File: src/rtl/lzot_pkg.sv
// Package for the layer z-order table: widths, codes and the
// controller/datapath command and status structs. No dependencies.
package lzot_pkg;

  localparam int unsigned LAYERS_DEF = 256;   // default number of layer slots
  localparam int unsigned ID_W       = 8;     // layer id width
  localparam int unsigned HGT_W      = 9;     // height width on the ports and in storage
  localparam int unsigned CALC_W     = HGT_W + 1; // internal height math, room for top+1
  localparam int unsigned CNT_W      = 9;     // shift count, up to 256 moves
  localparam int unsigned STATUS_W   = 2;

  localparam logic OP_ALLOC = 1'b0;
  localparam logic OP_SET   = 1'b1;

  localparam logic [STATUS_W-1:0] STATUS_OK       = 2'd0;
  localparam logic [STATUS_W-1:0] STATUS_NO_FREE  = 2'd1;
  localparam logic [STATUS_W-1:0] STATUS_NOT_USED = 2'd2;

  // which kind of result the datapath builds on a load
  typedef enum logic [1:0] {
    RES_ALLOC,
    RES_FULL,
    RES_BAD_ID,
    RES_MOVE
  } res_kind_e;

  typedef struct packed {
    logic      accept;    // latch the input item, restart the slot scan
    logic      scan_inc;  // advance the free-slot scan
    logic      hread;     // read the addressed layer's height
    logic      plan;      // clamp height, set up the shift
    logic      shift;     // run one shift step
    logic      load;      // commit final writes, load the result register
    res_kind_e kind;
  } lzot_cmd_t;

  typedef struct packed {
    logic scan_hit;    // current scan slot is free
    logic scan_last;   // current scan slot is the last one
    logic id_ok;       // addressed layer exists and is in use
    logic shift_done;  // no reads left, no write pending
    logic out_free;    // result register can take a new item
  } lzot_stat_t;

endpackage

File: src/rtl/lzot_if.sv
// Channel interfaces of the layer z-order table: request and result items
// with valid/ready. Depends on lzot_pkg.
interface lzot_req_if;
  logic                                 valid;
  logic                                 ready;
  logic                                 opcode;
  logic [lzot_pkg::ID_W-1:0]            layer_id;
  logic signed [lzot_pkg::HGT_W-1:0]    new_height;

  modport source (output valid, output opcode, output layer_id, output new_height,
                  input ready);
  modport sink   (input valid, input opcode, input layer_id, input new_height,
                  output ready);
endinterface

interface lzot_rsp_if;
  logic                                 valid;
  logic                                 ready;
  logic [lzot_pkg::STATUS_W-1:0]        status;
  logic [lzot_pkg::ID_W-1:0]            result_id;
  logic signed [lzot_pkg::HGT_W-1:0]    applied_height;
  logic signed [lzot_pkg::HGT_W-1:0]    top_height;

  modport source (output valid, output status, output result_id, output applied_height,
                  output top_height, input ready);
  modport sink   (input valid, input status, input result_id, input applied_height,
                  input top_height, output ready);
endinterface

File: src/rtl/lzot_ctrl.sv
// Sequencer of the layer z-order table: scan for an allocate, or check,
// plan and shift for a set, then result load. Depends on lzot_pkg.
module lzot_ctrl (
  input  logic                 clk_i,
  input  logic                 rst_ni,
  input  logic                 in_valid_i,
  input  logic                 in_op_i,
  input  lzot_pkg::lzot_stat_t stat_i,
  output lzot_pkg::lzot_cmd_t  cmd_o,
  output logic                 in_ready_o
);

  typedef enum logic [2:0] {
    ST_IDLE,
    ST_SCAN,
    ST_CHECK,
    ST_PLAN,
    ST_SHIFT,
    ST_DONE
  } state_e;

  state_e              state_q, state_d;
  lzot_pkg::res_kind_e kind_q, kind_d;

  assign in_ready_o = (state_q == ST_IDLE);

  always_comb begin
    state_d        = state_q;
    kind_d         = kind_q;
    cmd_o          = '0;
    cmd_o.kind     = kind_q;
    unique case (state_q)
      ST_IDLE: begin
        if (in_valid_i) begin
          cmd_o.accept = 1'b1;
          unique case (in_op_i)
            lzot_pkg::OP_ALLOC: state_d = ST_SCAN;
            lzot_pkg::OP_SET:   state_d = ST_CHECK;
            default:            state_d = ST_IDLE;
          endcase
        end
      end
      ST_SCAN: begin
        if (stat_i.scan_hit) begin
          kind_d  = lzot_pkg::RES_ALLOC;
          state_d = ST_DONE;
        end else if (stat_i.scan_last) begin
          kind_d  = lzot_pkg::RES_FULL;
          state_d = ST_DONE;
        end else begin
          cmd_o.scan_inc = 1'b1;
        end
      end
      ST_CHECK: begin
        if (stat_i.id_ok) begin
          cmd_o.hread = 1'b1;
          state_d     = ST_PLAN;
        end else begin
          kind_d  = lzot_pkg::RES_BAD_ID;
          state_d = ST_DONE;
        end
      end
      ST_PLAN: begin
        cmd_o.plan = 1'b1;
        state_d    = ST_SHIFT;
      end
      ST_SHIFT: begin
        cmd_o.shift = 1'b1;
        if (stat_i.shift_done) begin
          kind_d  = lzot_pkg::RES_MOVE;
          state_d = ST_DONE;
        end
      end
      ST_DONE: begin
        if (stat_i.out_free) begin
          cmd_o.load = 1'b1;
          state_d    = ST_IDLE;
        end
      end
      default: state_d = ST_IDLE;
    endcase
  end

  always_ff @(posedge clk_i or negedge rst_ni) begin
    if (!rst_ni) begin
      state_q <= ST_IDLE;
      kind_q  <= lzot_pkg::RES_ALLOC;
    end else begin
      state_q <= state_d;
      kind_q  <= kind_d;
    end
  end

endmodule

File: src/rtl/lzot_datapath.sv
// Datapath of the layer z-order table: in-use flags, height and order
// memories, shift engine and result register. Depends on lzot_pkg.
module lzot_datapath #(
  parameter int unsigned LAYERS = lzot_pkg::LAYERS_DEF
) (
  input  logic                                 clk_i,
  input  logic                                 rst_ni,
  input  lzot_pkg::lzot_cmd_t                  cmd_i,
  output lzot_pkg::lzot_stat_t                 stat_o,
  input  logic [lzot_pkg::ID_W-1:0]            in_id_i,
  input  logic signed [lzot_pkg::HGT_W-1:0]    in_height_i,
  output logic                                 out_valid_o,
  input  logic                                 out_ready_i,
  output logic [lzot_pkg::STATUS_W-1:0]        out_status_o,
  output logic [lzot_pkg::ID_W-1:0]            out_id_o,
  output logic signed [lzot_pkg::HGT_W-1:0]    out_applied_o,
  output logic signed [lzot_pkg::HGT_W-1:0]    out_top_o
);

  localparam int unsigned ID_W    = lzot_pkg::ID_W;
  localparam int unsigned HGT_W   = lzot_pkg::HGT_W;
  localparam int unsigned CW      = lzot_pkg::CALC_W;
  localparam int unsigned CNT_W   = lzot_pkg::CNT_W;
  // ids travel in ID_W bits, so only that many slots are ever reachable
  localparam int unsigned IdLimit = (LAYERS < (1 << ID_W)) ? LAYERS : (1 << ID_W);
  localparam int unsigned IdxW    = $clog2(IdLimit);
  localparam logic signed [CW-1:0] NegOne = '1;
  localparam logic signed [CW-1:0] One    = CW'(1);

  // control state
  logic [IdLimit-1:0]    in_use_q;
  logic signed [CW-1:0]  top_q;
  logic [CNT_W-1:0]      left_q;
  logic                  wr_vld_q;
  logic                  out_valid_q;

  // payload state
  logic [IdxW-1:0]       scan_q;
  logic [ID_W-1:0]       id_q;
  logic [HGT_W-1:0]      req_q;
  logic [HGT_W-1:0]      hrd_q;
  logic [ID_W-1:0]       ord_rd_q;
  logic signed [CW-1:0]  rd_dst_q, wr_dst_q, h_q;
  logic                  dn_q, put_q, top_inc_q, top_dec_q;
  logic [lzot_pkg::STATUS_W-1:0] res_status_q;
  logic [ID_W-1:0]       res_id_q;
  logic [HGT_W-1:0]      res_applied_q, res_top_q;

  logic [HGT_W-1:0]      hgt_mem [IdLimit];
  logic [ID_W-1:0]       ord_mem [IdLimit];

  // plan logic
  logic signed [CW-1:0]  old_h, req_h, lim, h_clip, h_new, start, diff, src_pos, top_next;
  logic                  dn_d, put_d, tinc_d, tdec_d;
  logic                  rd_issue;

  // write ports
  logic                  hw_en, ow_en;
  logic [IdxW-1:0]       hw_addr, ow_addr;
  logic [HGT_W-1:0]      hw_data;
  logic [ID_W-1:0]       ow_data;

  logic [lzot_pkg::STATUS_W-1:0] res_status_d;
  logic [ID_W-1:0]       res_id_d;
  logic [HGT_W-1:0]      res_applied_d;

  always_comb begin
    old_h  = {hrd_q[HGT_W-1], hrd_q};
    req_h  = {req_q[HGT_W-1], req_q};
    lim    = (old_h >= 0) ? top_q : top_q + One;
    h_clip = (req_h > lim) ? lim : req_h;
    h_new  = (h_clip < NegOne) ? NegOne : h_clip;
    start  = old_h;
    diff   = '0;
    dn_d   = 1'b0;
    put_d  = 1'b0;
    tinc_d = 1'b0;
    tdec_d = 1'b0;
    if (old_h > h_new) begin
      if (h_new >= 0) begin
        // move down: layers between shift up one
        diff  = old_h - h_new;
        dn_d  = 1'b1;
        put_d = 1'b1;
      end else begin
        // hide: layers above close the gap
        diff   = top_q - old_h;
        tdec_d = 1'b1;
      end
    end else if (old_h < h_new) begin
      if (old_h >= 0) begin
        // move up: layers between shift down one
        diff  = h_new - old_h;
        put_d = 1'b1;
      end else begin
        // insert from hidden: layers from h upward shift up one
        start  = top_q + One;
        diff   = top_q + One - h_new;
        dn_d   = 1'b1;
        put_d  = 1'b1;
        tinc_d = 1'b1;
      end
    end
  end

  // each shift step copies entry dst+step into dst
  assign src_pos  = dn_q ? rd_dst_q - One : rd_dst_q + One;
  assign rd_issue = cmd_i.shift && (left_q != '0);
  assign top_next = top_inc_q ? top_q + One : (top_dec_q ? top_q - One : top_q);

  always_comb begin
    hw_en   = 1'b0;
    hw_addr = ord_rd_q[IdxW-1:0];
    hw_data = wr_dst_q[HGT_W-1:0];
    ow_en   = 1'b0;
    ow_addr = wr_dst_q[IdxW-1:0];
    ow_data = ord_rd_q;
    if (cmd_i.shift && wr_vld_q) begin
      hw_en = 1'b1;
      ow_en = 1'b1;
    end else if (cmd_i.load && cmd_i.kind == lzot_pkg::RES_ALLOC) begin
      hw_en   = 1'b1;
      hw_addr = scan_q;
      hw_data = '1;
    end else if (cmd_i.load && cmd_i.kind == lzot_pkg::RES_MOVE) begin
      hw_en   = 1'b1;
      hw_addr = id_q[IdxW-1:0];
      hw_data = h_q[HGT_W-1:0];
      ow_en   = put_q;
      ow_addr = h_q[IdxW-1:0];
      ow_data = id_q;
    end
  end

  always_comb begin
    unique case (cmd_i.kind)
      lzot_pkg::RES_ALLOC: begin
        res_status_d  = lzot_pkg::STATUS_OK;
        res_id_d      = ID_W'(scan_q);
        res_applied_d = '1;
      end
      lzot_pkg::RES_FULL: begin
        res_status_d  = lzot_pkg::STATUS_NO_FREE;
        res_id_d      = '0;
        res_applied_d = '0;
      end
      lzot_pkg::RES_BAD_ID: begin
        res_status_d  = lzot_pkg::STATUS_NOT_USED;
        res_id_d      = id_q;
        res_applied_d = '1;
      end
      lzot_pkg::RES_MOVE: begin
        res_status_d  = lzot_pkg::STATUS_OK;
        res_id_d      = id_q;
        res_applied_d = h_q[HGT_W-1:0];
      end
      default: begin
        res_status_d  = lzot_pkg::STATUS_OK;
        res_id_d      = '0;
        res_applied_d = '0;
      end
    endcase
  end

  always_ff @(posedge clk_i or negedge rst_ni) begin
    if (!rst_ni) begin
      in_use_q    <= '0;
      top_q       <= NegOne;
      left_q      <= '0;
      wr_vld_q    <= 1'b0;
      out_valid_q <= 1'b0;
    end else begin
      if (cmd_i.plan) begin
        left_q   <= diff[CNT_W-1:0];
        wr_vld_q <= 1'b0;
      end else if (cmd_i.shift) begin
        wr_vld_q <= rd_issue;
        if (rd_issue) begin
          left_q <= left_q - 1'b1;
        end
      end
      if (cmd_i.load) begin
        out_valid_q <= 1'b1;
        if (cmd_i.kind == lzot_pkg::RES_ALLOC) begin
          in_use_q[scan_q] <= 1'b1;
        end
        if (cmd_i.kind == lzot_pkg::RES_MOVE) begin
          top_q <= top_next;
        end
      end else if (out_valid_q && out_ready_i) begin
        out_valid_q <= 1'b0;
      end
    end
  end

  always_ff @(posedge clk_i) begin
    if (cmd_i.accept) begin
      id_q   <= in_id_i;
      req_q  <= in_height_i;
      scan_q <= '0;
    end
    if (cmd_i.scan_inc) begin
      scan_q <= scan_q + 1'b1;
    end
    if (cmd_i.hread) begin
      hrd_q <= hgt_mem[id_q[IdxW-1:0]];
    end
    if (cmd_i.plan) begin
      rd_dst_q  <= start;
      h_q       <= h_new;
      dn_q      <= dn_d;
      put_q     <= put_d;
      top_inc_q <= tinc_d;
      top_dec_q <= tdec_d;
    end
    if (rd_issue) begin
      ord_rd_q <= ord_mem[src_pos[IdxW-1:0]];
      wr_dst_q <= rd_dst_q;
      rd_dst_q <= src_pos;
    end
    if (cmd_i.load) begin
      res_status_q  <= res_status_d;
      res_id_q      <= res_id_d;
      res_applied_q <= res_applied_d;
      res_top_q     <= (cmd_i.kind == lzot_pkg::RES_MOVE) ? top_next[HGT_W-1:0]
                                                          : top_q[HGT_W-1:0];
    end
  end

  always_ff @(posedge clk_i) begin
    if (hw_en) begin
      hgt_mem[hw_addr] <= hw_data;
    end
    if (ow_en) begin
      ord_mem[ow_addr] <= ow_data;
    end
  end

  always_comb begin
    stat_o.scan_hit   = !in_use_q[scan_q];
    stat_o.scan_last  = (scan_q == IdxW'(IdLimit - 1));
    stat_o.id_ok      = (32'(id_q) < LAYERS) && in_use_q[id_q[IdxW-1:0]];
    stat_o.shift_done = (left_q == '0) && !wr_vld_q;
    stat_o.out_free   = !out_valid_q || out_ready_i;
  end

  assign out_valid_o   = out_valid_q;
  assign out_status_o  = res_status_q;
  assign out_id_o      = res_id_q;
  assign out_applied_o = res_applied_q;
  assign out_top_o     = res_top_q;

endmodule

File: src/rtl/layer_z_order_table_top.sv
// Top level of the layer z-order table: sequencer plus datapath.
// Depends on lzot_pkg, lzot_if, lzot_ctrl and lzot_datapath.
//
// Usage:
//   req_i carries one item per valid/ready handshake: opcode 0 allocates the
//   lowest free layer slot (hidden, height -1); opcode 1 sets the height of
//   layer_id, clamped to -1..top (visible layer) or -1..top+1 (hidden layer).
//   rsp_o returns exactly one result item per request: status, the layer id,
//   the height the layer now holds and the current top height.
// Timing:
//   One item is in work at a time; req_i.ready is high only while idle.
//   Allocate scans slots from 0 upward (up to min(LAYERS,256) of them);
//   set height reads the layer's height, plans the move, then shifts the
//   order table entries in between; the shift engine moves one entry per
//   cycle over the order memory's single read and single write port.
//   An unknown or unused layer returns straight after its check, no shift.
// Reset:
//   Asynchronous, active low. All slots free, no layer visible (top -1).
//   The order memory is not cleared; only written entries are ever read.
// Back pressure:
//   The result sits in an output register until rsp_o.ready; a new request
//   is accepted meanwhile and waits at its end for that register to free.
module layer_z_order_table_top #(
  parameter int unsigned LAYERS = lzot_pkg::LAYERS_DEF
) (
  input  logic            clk_i,
  input  logic            rst_ni,
  lzot_req_if.sink        req_i,
  lzot_rsp_if.source      rsp_o
);

  lzot_pkg::lzot_cmd_t  cmd;
  lzot_pkg::lzot_stat_t stat;
  logic                 in_ready;

  // sequencer: decides what the datapath does each cycle
  lzot_ctrl u_ctrl (
    .clk_i      (clk_i),
    .rst_ni     (rst_ni),
    .in_valid_i (req_i.valid),
    .in_op_i    (req_i.opcode),
    .stat_i     (stat),
    .cmd_o      (cmd),
    .in_ready_o (in_ready)
  );

  // tables, shift engine and result register
  lzot_datapath #(
    .LAYERS (LAYERS)
  ) u_datapath (
    .clk_i         (clk_i),
    .rst_ni        (rst_ni),
    .cmd_i         (cmd),
    .stat_o        (stat),
    .in_id_i       (req_i.layer_id),
    .in_height_i   (req_i.new_height),
    .out_valid_o   (rsp_o.valid),
    .out_ready_i   (rsp_o.ready),
    .out_status_o  (rsp_o.status),
    .out_id_o      (rsp_o.result_id),
    .out_applied_o (rsp_o.applied_height),
    .out_top_o     (rsp_o.top_height)
  );

  assign req_i.ready = in_ready;

endmodule
File: src/flat_wrapper.sv
// flat-port wrapper written by rule: the top's interface ports become plain ports
module layer_z_order_table_top_flat 
#(
  parameter int unsigned LAYERS = lzot_pkg::LAYERS_DEF
)
  (clk_i, rst_ni, req_i_valid, req_i_opcode, req_i_layer_id, req_i_new_height, req_i_ready, rsp_o_valid, rsp_o_status, rsp_o_result_id, rsp_o_applied_height, rsp_o_top_height, rsp_o_ready);
  lzot_req_if req_i_i ();
  lzot_rsp_if rsp_o_i ();
  input  logic clk_i;
  input  logic rst_ni;
  input wire logic [$bits(req_i_i.valid)-1:0] req_i_valid;
  input wire logic [$bits(req_i_i.opcode)-1:0] req_i_opcode;
  input wire logic [$bits(req_i_i.layer_id)-1:0] req_i_layer_id;
  input wire logic [$bits(req_i_i.new_height)-1:0] req_i_new_height;
  output wire logic [$bits(req_i_i.ready)-1:0] req_i_ready;
  output wire logic [$bits(rsp_o_i.valid)-1:0] rsp_o_valid;
  output wire logic [$bits(rsp_o_i.status)-1:0] rsp_o_status;
  output wire logic [$bits(rsp_o_i.result_id)-1:0] rsp_o_result_id;
  output wire logic [$bits(rsp_o_i.applied_height)-1:0] rsp_o_applied_height;
  output wire logic [$bits(rsp_o_i.top_height)-1:0] rsp_o_top_height;
  input wire logic [$bits(rsp_o_i.ready)-1:0] rsp_o_ready;
  assign req_i_i.valid = req_i_valid;
  assign req_i_i.opcode = req_i_opcode;
  assign req_i_i.layer_id = req_i_layer_id;
  assign req_i_i.new_height = req_i_new_height;
  assign req_i_ready = req_i_i.ready;
  assign rsp_o_valid = rsp_o_i.valid;
  assign rsp_o_status = rsp_o_i.status;
  assign rsp_o_result_id = rsp_o_i.result_id;
  assign rsp_o_applied_height = rsp_o_i.applied_height;
  assign rsp_o_top_height = rsp_o_i.top_height;
  assign rsp_o_i.ready = rsp_o_ready;
  layer_z_order_table_top #(.LAYERS(LAYERS)) u_core (.clk_i(clk_i), .rst_ni(rst_ni), .req_i(req_i_i), .rsp_o(rsp_o_i));
endmodule
File: config.mk
export PLATFORM = sky130hd
export DESIGN_NAME = layer_z_order_table_top_flat
export DESIGN_NICKNAME = d
export VERILOG_FILES = /design/src/rtl/lzot_pkg.sv /design/src/rtl/lzot_if.sv /design/src/rtl/lzot_ctrl.sv /design/src/rtl/lzot_datapath.sv /design/src/rtl/layer_z_order_table_top.sv /design/src/flat_wrapper.sv
export SDC_FILE = /design/constraint.sdc
export NUM_CORES = 2
export LEC_CHECK = 0
export ABC_CLOCK_PERIOD_IN_PS = 19000
export BUFFER_PORTS_ARGS = -buffer_cell sky130_fd_sc_hd__buf_4
export CORE_MARGIN = 2
export CORE_UTILIZATION = 55
export CTS_BUF_LIST = sky130_fd_sc_hd__clkbuf_8 sky130_fd_sc_hd__clkbuf_16
export CTS_CLUSTER_DIAMETER = 100
export CTS_CLUSTER_SIZE = 30
export DETAILED_ROUTE_END_ITERATION = 10
export GPL_TIMING_DRIVEN = 0
export PLACE_DENSITY = 0.7
export SLEW_MARGIN = 30
export SYNTH_ARGS = -nofsm -noshare
export SYNTH_HDL_FRONTEND = slang
export SYNTH_HIERARCHICAL = 1
export SYNTH_MEMORY_MAX_BITS = 65536
export SYNTH_SLANG_ARGS = --single-unit
File: constraint.sdc
create_clock -name clk_i -period 19 [get_ports clk_i]
set_input_delay 1.9 -clock clk_i [delete_from_list [all_inputs] [get_ports clk_i]]
set_output_delay 1.9 -clock clk_i [all_outputs]
set_load 0.02 [all_outputs]
### Word level (Yosys, flattened, before mapping)

Memory sizes are Yosys's and may differ from the RTL's. A register that Yosys moved wholly into a read port is not among the register bits.
Index checks and enable logic that the tools add are counted.

| cells by class | value |
|---|---|
| $add $sub $neg | 10 |
| order comparisons | 9 |
| equal/unequal tests | 14 |
| multiplexer cells | 86 |
| bitwise logic cells | 2 |
| reductions and logical operators | 29 |

Operator list:

| cell | number |
|---|---|
| $or 256x256->256 | 1 |
| $mux 10 | 11 |
| $mux 9 | 11 |
| $mux 8 | 10 |
| $sub 9x9->9 | 4 |
| $mux 1 | 35 |
| $pmux 9 s3 | 1 |
| $pmux 8 s3 | 1 |
| $add 10x2->10 const B | 2 |
| $gt 9x10->1 | 2 |
| $sub 10x2->10 const B | 2 |
| $lt 8x9->1 const B | 2 |
| $mux 3 | 6 |
| $pmux 3 s6 | 1 |
| $bmux 1 s8 | 2 |
| $pmux 2 s3 | 2 |
| $ge 10x1->1 const B | 1 |
| $lt 10x1->1 const B | 1 |
| $lt 9x10->1 | 1 |
| $reduce_bool 2->1 | 5 |
| $ge 9x1->1 const B | 1 |
| $logic_not 9->1 | 1 |
| $reduce_bool 9->1 | 1 |
| $sub 9x1->9 const B | 1 |
| other kinds (25) | 45 |

| word-level totals | value |
|---|---|
| flip-flop bits (word level) | 367 |
| memory bits (writable) | 4,352 |
| output and inout port bits | 30 |
| word-level logic and storage cells | 174 |
| memories kept | 2 |

Memories:

| name | words | bits a word | read ports | clocked after memory_dff | write ports | RTL line | RTL |
|---|---|---|---|---|---|---|---|
| u_core.u_datapath.hgt_mem | 256 | 9 | 1 | 1 | 1 | lzot_datapath.sv:49 | `logic [HGT_W-1:0] hgt_mem [IdLimit];` |
| u_core.u_datapath.ord_mem | 256 | 8 | 1 | 1 | 1 | lzot_datapath.sv:50 | `logic [ID_W-1:0] ord_mem [IdLimit];` |

### Depth between registers and ports, before layout

| depth | value |
|---|---|
| depth in word-level cells | 11 |
| gate-level depth with buffers | 34 |
| mapped depth without buffers | 30 |

### Modules after synthesis

Netlist, hierarchy kept.

By module, submodules not included:

| module | times used | cells an instance | area each (µm²) |
|---|---|---|---|
| lzot_datapath | 1 | 8,567 | 188,503.3 |
| lzot_ctrl | 1 | 42 | 381.6 |

### Worst setup path before layout

Ideal clock, no wire load.

| path | value |
|---|---|
| kind | input port to flip-flop |
| start point | input rsp_o_ready |
| end point | memory u_core.u_datapath.hgt_mem[0][2], data pin |
| data arrival time | 14,211 ps |
| path slack | 2,602 ps |
| cell stages on the path | 8 |
| path buffers | 1 |
| cell sequence | nand2b_1 > nand2_1 > nor2_1 > nand2_1 > clkbuf_1 > nor2_1 > nor2_1 > o21ai_0 |

RTL lines:

| item | RTL line | RTL |
|---|---|---|
| from (decl) | flat_wrapper.sv:21 | `input wire logic [$bits(rsp_o_i.ready)-1:0] rsp_o_ready;` |
| to (decl) | lzot_datapath.sv:49 |  |

### Final worst setup path

| path | value |
|---|---|
| start point | register u_core.u_datapath.top_q[2] |
| end point | register u_core.u_datapath.left_q[8] |

| between the ends | value |
|---|---|
| cells in the longest elaborated chain, start to end | 11 |
| elaborated cells between the ends (all ways) | 18 |

Ends and longest elaborated chain:

| item | RTL line | RTL |
|---|---|---|
| from (decl) | lzot_datapath.sv:32 | `logic signed [CW-1:0] top_q;` |
| from (signal assigned) | lzot_datapath.sv:168 | `top_q <= NegOne;` |
| from (signal assigned) | lzot_datapath.sv:188 | `top_q <= top_next;` |
| $add 10x2->10 | lzot_datapath.sv:70 | `lim = (old_h >= 0) ? top_q : top_q + One;` |
| $mux 10 (*) | lzot_datapath.sv:70 |  |
| $gt 9x10->1 | lzot_datapath.sv:71 | `h_clip = (req_h > lim) ? lim : req_h;` |
| $mux 10 (*) | lzot_datapath.sv:71 |  |
| $lt 10x1->1 | lzot_datapath.sv:72 | `h_new = (h_clip < NegOne) ? NegOne : h_clip;` |
| $mux 10 (*) | lzot_datapath.sv:72 |  |
| net u_core.u_datapath.h_new[0] | lzot_datapath.sv:53 | `logic signed [CW-1:0] old_h, req_h, lim, h_clip, h_new, start, diff, src_pos, top_next;` |
| $sub 9x9->9 (on tied branches) | lzot_datapath.sv:98, lzot_datapath.sv:93 |  |
| $mux 9 | lzot_datapath.sv:91 | `if (old_h >= 0) begin` |
| $mux 9 | lzot_datapath.sv:90 | `end else if (old_h < h_new) begin` |
| $mux 9 (*) | lzot_datapath.sv:79 | `if (old_h > h_new) begin` |
| $mux 9 (*) | lzot_datapath.sv:173 | `if (cmd_i.plan) begin` |
| to (signal assigned) | lzot_datapath.sv:174 | `left_q <= diff[CNT_W-1:0];` |
| to (signal assigned) | lzot_datapath.sv:179 | `left_q <= left_q - 1'b1;` |
| to (decl) | lzot_datapath.sv:33 | `logic [CNT_W-1:0] left_q;` |

Mark *: on every way through the listed nets, which the timed path passes. The rest lies on a longest branch.
A chain may end at the register's enable or synchronous reset.

==> impl_metrics.prom <==
# TYPE chip_impl_metric gauge
chip_impl_info{name="cp-end-kind",value="register"} 1
chip_impl_metric{name="max_freq",unit="GHz"} 0.114
chip_impl_metric{name="die_x",unit="um"} 590
chip_impl_metric{name="synth-edff-count",unit=""} 4453
chip_impl_metric{name="syn-cell-area",unit="sq um"} 189000
chip_impl_metric{name="fp.coreArea",unit="sq um"} 342000
chip_impl_metric{name="cts_setup_buffers",unit=""} 0
chip_impl_metric{name="postLayoutSetupSlackWorst",unit="ns"} 10.22
chip_impl_info{name="layout_commonest_cell",value="sky130_fd_sc_hd__edfxtp_1"} 1
chip_impl_metric{name="first_pass_grt_wire_length",unit="um"} 713000
chip_impl_metric{name="count_of_warnings_emitted_by_yosys",unit=""} 6
chip_impl_metric{name="vdd_ir_drop_max",unit="mV"} 0.146
chip_impl_metric{name="vias",unit=""} 93944
chip_impl_info{name="setup.worst_path.class",value="register to register"} 1
chip_impl_metric{name="crit_path_max_fanout",unit=""} 10
chip_impl_metric{name="area_growth_syn_to_layout",unit="%"} 8.55
chip_impl_metric{name="net-switching-power",unit="mW"} 11.2
chip_impl_metric{name="grt_remaining_overflow",unit=""} 0
chip_impl_metric{name="worstSkewPairLatency",unit="ns"} 0.99
chip_impl_metric{name="required",unit="ns"} 19.88
chip_impl_metric{name="timing.critical_path.arrival",unit="ns"} 9.65
chip_impl_metric{name="drt_pass1_iterations",unit=""} 8
chip_impl_metric{name="finalSetupViolations",unit=""} 0
chip_impl_metric{name="gp_congestion",unit=""} 0.937
chip_impl_metric{name="number_of_register_bits_inferred_by_synthesis",unit=""} 4735
chip_impl_metric{name="std_cell_rows",unit=""} 215
chip_impl_metric{name="wirelength",unit="um"} 514000
chip_impl_info{name="worstHoldPathType",value="register to register"} 1
chip_impl_metric{name="synthesis.area_per_instance",unit="sq um"} 21.9
chip_impl_metric{name="p_sw_share",unit="%"} 36.0
chip_impl_metric{name="maxSlewHeadroom",unit="%"} 16.6
chip_impl_metric{name="layout_min_cycle_time",unit="ns"} 8.78
chip_impl_metric{name="period_share",unit="%"} 46.2
chip_impl_metric{name="share_clk_of_total_power",unit="%"} 15.9
chip_impl_metric{name="wire_per_inst",unit="um"} 37.5
chip_impl_metric{name="synthArstFlopShare",unit="%"} 5.96
chip_impl_metric{name="worst_slew_pin_slew",unit="ns"} 1.25
chip_impl_info{name="most_frequent_cells_in_the_layout",value="sky130_fd_sc_hd__edfxtp_1 (4453), sky130_fd_sc_hd__mux4_2 (1604), sky130_fd_sc_hd__nor2_1 (571)"} 1
chip_impl_info{name="run_status",value="complete, no violations"} 1
chip_impl_metric{name="ys_seq_area_share",unit="%"} 74.5
chip_impl_metric{name="nNetsFinal",unit=""} 9099
chip_impl_metric{name="die_area",unit="sq um"} 348000
chip_impl_metric{name="drc_errors",unit=""} 0
chip_impl_metric{name="finalSetupTns",unit="ns"} 0
chip_impl_metric{name="dieHeight",unit="um"} 590
chip_impl_metric{name="timing.clock.skew",unit="ns"} 0.0905
chip_impl_metric{name="dp.final_hpwl",unit="um"} 361000
chip_impl_metric{name="pwr-share-seq",unit="%"} 43.3
chip_impl_metric{name="cts_made_buffers",unit=""} 185
chip_impl_metric{name="detail-route-antenna-nets",unit=""} 0
chip_impl_metric{name="grt_util_all_layers",unit="%"} 29.5
chip_impl_metric{name="timing.max_cap.violations",unit=""} 0
chip_impl_info{name="yosys_most_used_dff",value="sky130_fd_sc_hd__edfxtp_1"} 1
chip_impl_metric{name="syn_inst",unit=""} 8609
chip_impl_metric{name="post_route_cells_drive_above_1_share",unit="%"} 26.7
chip_impl_metric{name="cts.sink_count",unit=""} 4735
chip_impl_metric{name="cts.htree.levels",unit=""} 4
chip_impl_metric{name="postSynthNetCount",unit=""} 8687
chip_impl_metric{name="postCtsHoldBufs",unit=""} 0
chip_impl_metric{name="cellLeakagePower",unit="nW"} 64.7
chip_impl_metric{name="filler_cell_count",unit=""} 23465
chip_impl_metric{name="cts-resized-gates",unit=""} 0
chip_impl_metric{name="report.final.hold_viol_count",unit=""} 0
chip_impl_metric{name="grt_max_degree",unit=""} 114
chip_impl_metric{name="first_global_vias",unit=""} 92786
chip_impl_metric{name="initialDrtViolationCount",unit=""} 13706
chip_impl_metric{name="route.detailed.vias_per_inst",unit=""} 6.85
chip_impl_metric{name="post-place-ws",unit="ns"} 10.38
chip_impl_info{name="rsz0062_at_grt",value="no"} 1
chip_impl_metric{name="p_per_area",unit="nW/um^2"} 152
chip_impl_metric{name="clock_tree.buffer_depth",unit=""} 4
chip_impl_info{name="path_common_cell",value="sky130_fd_sc_hd__o21ai_0"} 1
chip_impl_metric{name="clkSlewWorstSetupHoldPaths",unit="ns"} 0.12
chip_impl_metric{name="final_slew_viol_count",unit=""} 0
chip_impl_metric{name="initial_utilization",unit="%"} 55.2
chip_impl_metric{name="grt_antenna_before_repair",unit=""} 29
chip_impl_metric{name="power_report.internal_total",unit="mW"} 20.0
chip_impl_info{name="clockRootBuffer",value="sky130_fd_sc_hd__clkbuf_16"} 1
chip_impl_metric{name="synth.lib_cells_used.distinct",unit=""} 94
chip_impl_info{name="tritoncts",value="built"} 1
chip_impl_metric{name="power.share.combinational",unit="%"} 40.8
chip_impl_info{name="critPathSlowestCell",value="sky130_fd_sc_hd__dfstp_2"} 1
chip_impl_metric{name="port_buffers",unit=""} 51
chip_impl_metric{name="timing.critical_path.slowest_cell_delay",unit="ns"} 0.60
chip_impl_metric{name="top_level_ports",unit=""} 52
chip_impl_info{name="critical_path.startpoint_type",value="register"} 1
-- per-layer routing --
layer | vias to the layer above | share of wire [%] | global-route usage [%] | routed length (um)
met2 | 5600 | 49 | 47.8 | 252000
met4 | 18 | 6.3 | 15.7 | 32200
met5 | - | 0.020 | 0 | 104
met3 | 1057 | 9.9 | 5.76 | 50600
li1 | 36670 | - | - | -
met1 | 50599 | 35 | 38.2 | 179000
-- worst max-delay path, delay by kind of cell (launching register included) --
family	cells	cell delay [ns]
AO/OA/AOI/OAI	9	1.98
XOR/XNOR	1	0.30
AND/OR/NAND/NOR	13	3.22
flip-flops	1	0.60
buffers and inverters	6	1.13
adder cells (fa/ha/maj)	4	1.44
-- worst paths after layout --
check	from	end	slack, ns	depth (start not counted)
max in group asynchronous	rst_ni	u_core/u_datapath/top_q[3]	16.91	3
worst max-delay path	u_core/u_datapath/top_q[2]	u_core/u_datapath/left_q[8]	10.22	33
min in group asynchronous	rst_ni	u_core/u_datapath/in_use_q[161]	0.83	1
worst min register to register	u_core/u_datapath/rd_dst_q[7]	u_core/u_datapath/wr_dst_q[7]	0.48	0
worst max register to register	u_core/u_datapath/top_q[2]	u_core/u_datapath/left_q[8]	10.22	33
worst min-delay path	u_core/u_datapath/rd_dst_q[7]	u_core/u_datapath/wr_dst_q[7]	0.48	0
-- synth_stat cells (all sizes together) (40+ instances only) --
library cell | count | share of area (%)
ha | 53 | 0.35
mux4 | 1604 | 19
a21o | 95 | 0.38
buf | 189 | 0.43
nand2 | 199 | 0.40
clkbuf | 323 | 0.64
edfxtp | 4453 | 71
nor2 | 612 | 1.2
a21oi | 54 | 0.15
inv | 66 | 0.13
xnor2 | 40 | 0.19
o21bai | 169 | 0.68
dfrtp | 272 | 3.6
o21ai | 70 | 0.19
-- area by class of cell --
class	count	area [sq um]	share of cell area, %
flip-flops and latches	4735	141000	68.7
clock buffers	191	4780	2.33
repair buffers	225	4330	2.11
clock inverters	87	553	0.270
diodes	47	118	0.0574
multi-input cells	3296	46200	22.6
plain buffers	512	2260	1.10
well taps	4557	5700	2.78
inverters	66	250	0.122
-- per-stage QoR --
stage / util (%) / power, mW / hold WS (ns) / area [sq um] / cells
3_3_place_gp: 56.9 / 26.3 / 0.449 / 195000 / 13217
4_1_cts: 59.8 / 31.1 / 0.482 / 205000 / 13667
2_1_floorplan: - / 21.0 / 0.433 / 189000 / 8609
6_report: 59.9 / 31.2 / 0.476 / 205000 / 13716
3_5_place_dp: 58.2 / 26.3 / 0.462 / 199000 / 13389
5_1_grt: 59.9 / 31.9 / 0.504 / 205000 / 13700
-- cells by family (layout without fill, tap and decap cells) --
family,count (synthesis),count (layout),synth area share [%]
flip-flops,4735,4735,74.5
AND/OR/NAND/NOR,1030,1030,2.33
XOR/XNOR,64,64,0.297
multiplexers,1644,1644,19.4
other,0,47,0
adder cells (fa/ha/maj),57,57,0.389
buffers and inverters,578,1081,1.20
AO/OA/AOI/OAI,501,501,1.89
-- power groups by stage --
stage	Combinational (mW)	Sequential, mW	Clock [mW]
4_1_cts	12.6	13.5	5.03
6_report	12.7	13.5	4.97
2_1_floorplan	6.61	14.4	0
5_1_grt	13.0	13.5	5.34
3_5_place_dp	12.5	13.7	0
3_3_place_gp	11.2	15.1	0
-- sequential cells by signal (all words and copies together) (netlist names), 9 cells and up --
register / cells
u_core/u_datapath/ord_mem: 2048
u_core/u_datapath/rd_dst_q: 9
u_core/u_datapath/hrd_q: 9
u_core/u_datapath/left_q: 9
u_core/u_datapath/wr_dst_q: 9
u_core/u_datapath/out_applied_o: 9
u_core/u_datapath/top_q: 10
u_core/u_datapath/h_q: 9
u_core/u_datapath/req_q: 9
u_core/u_datapath/in_use_q: 256
u_core/u_datapath/hgt_mem: 2304
u_core/u_datapath/out_top_o: 9
Power figures use the tool's default switching activity.
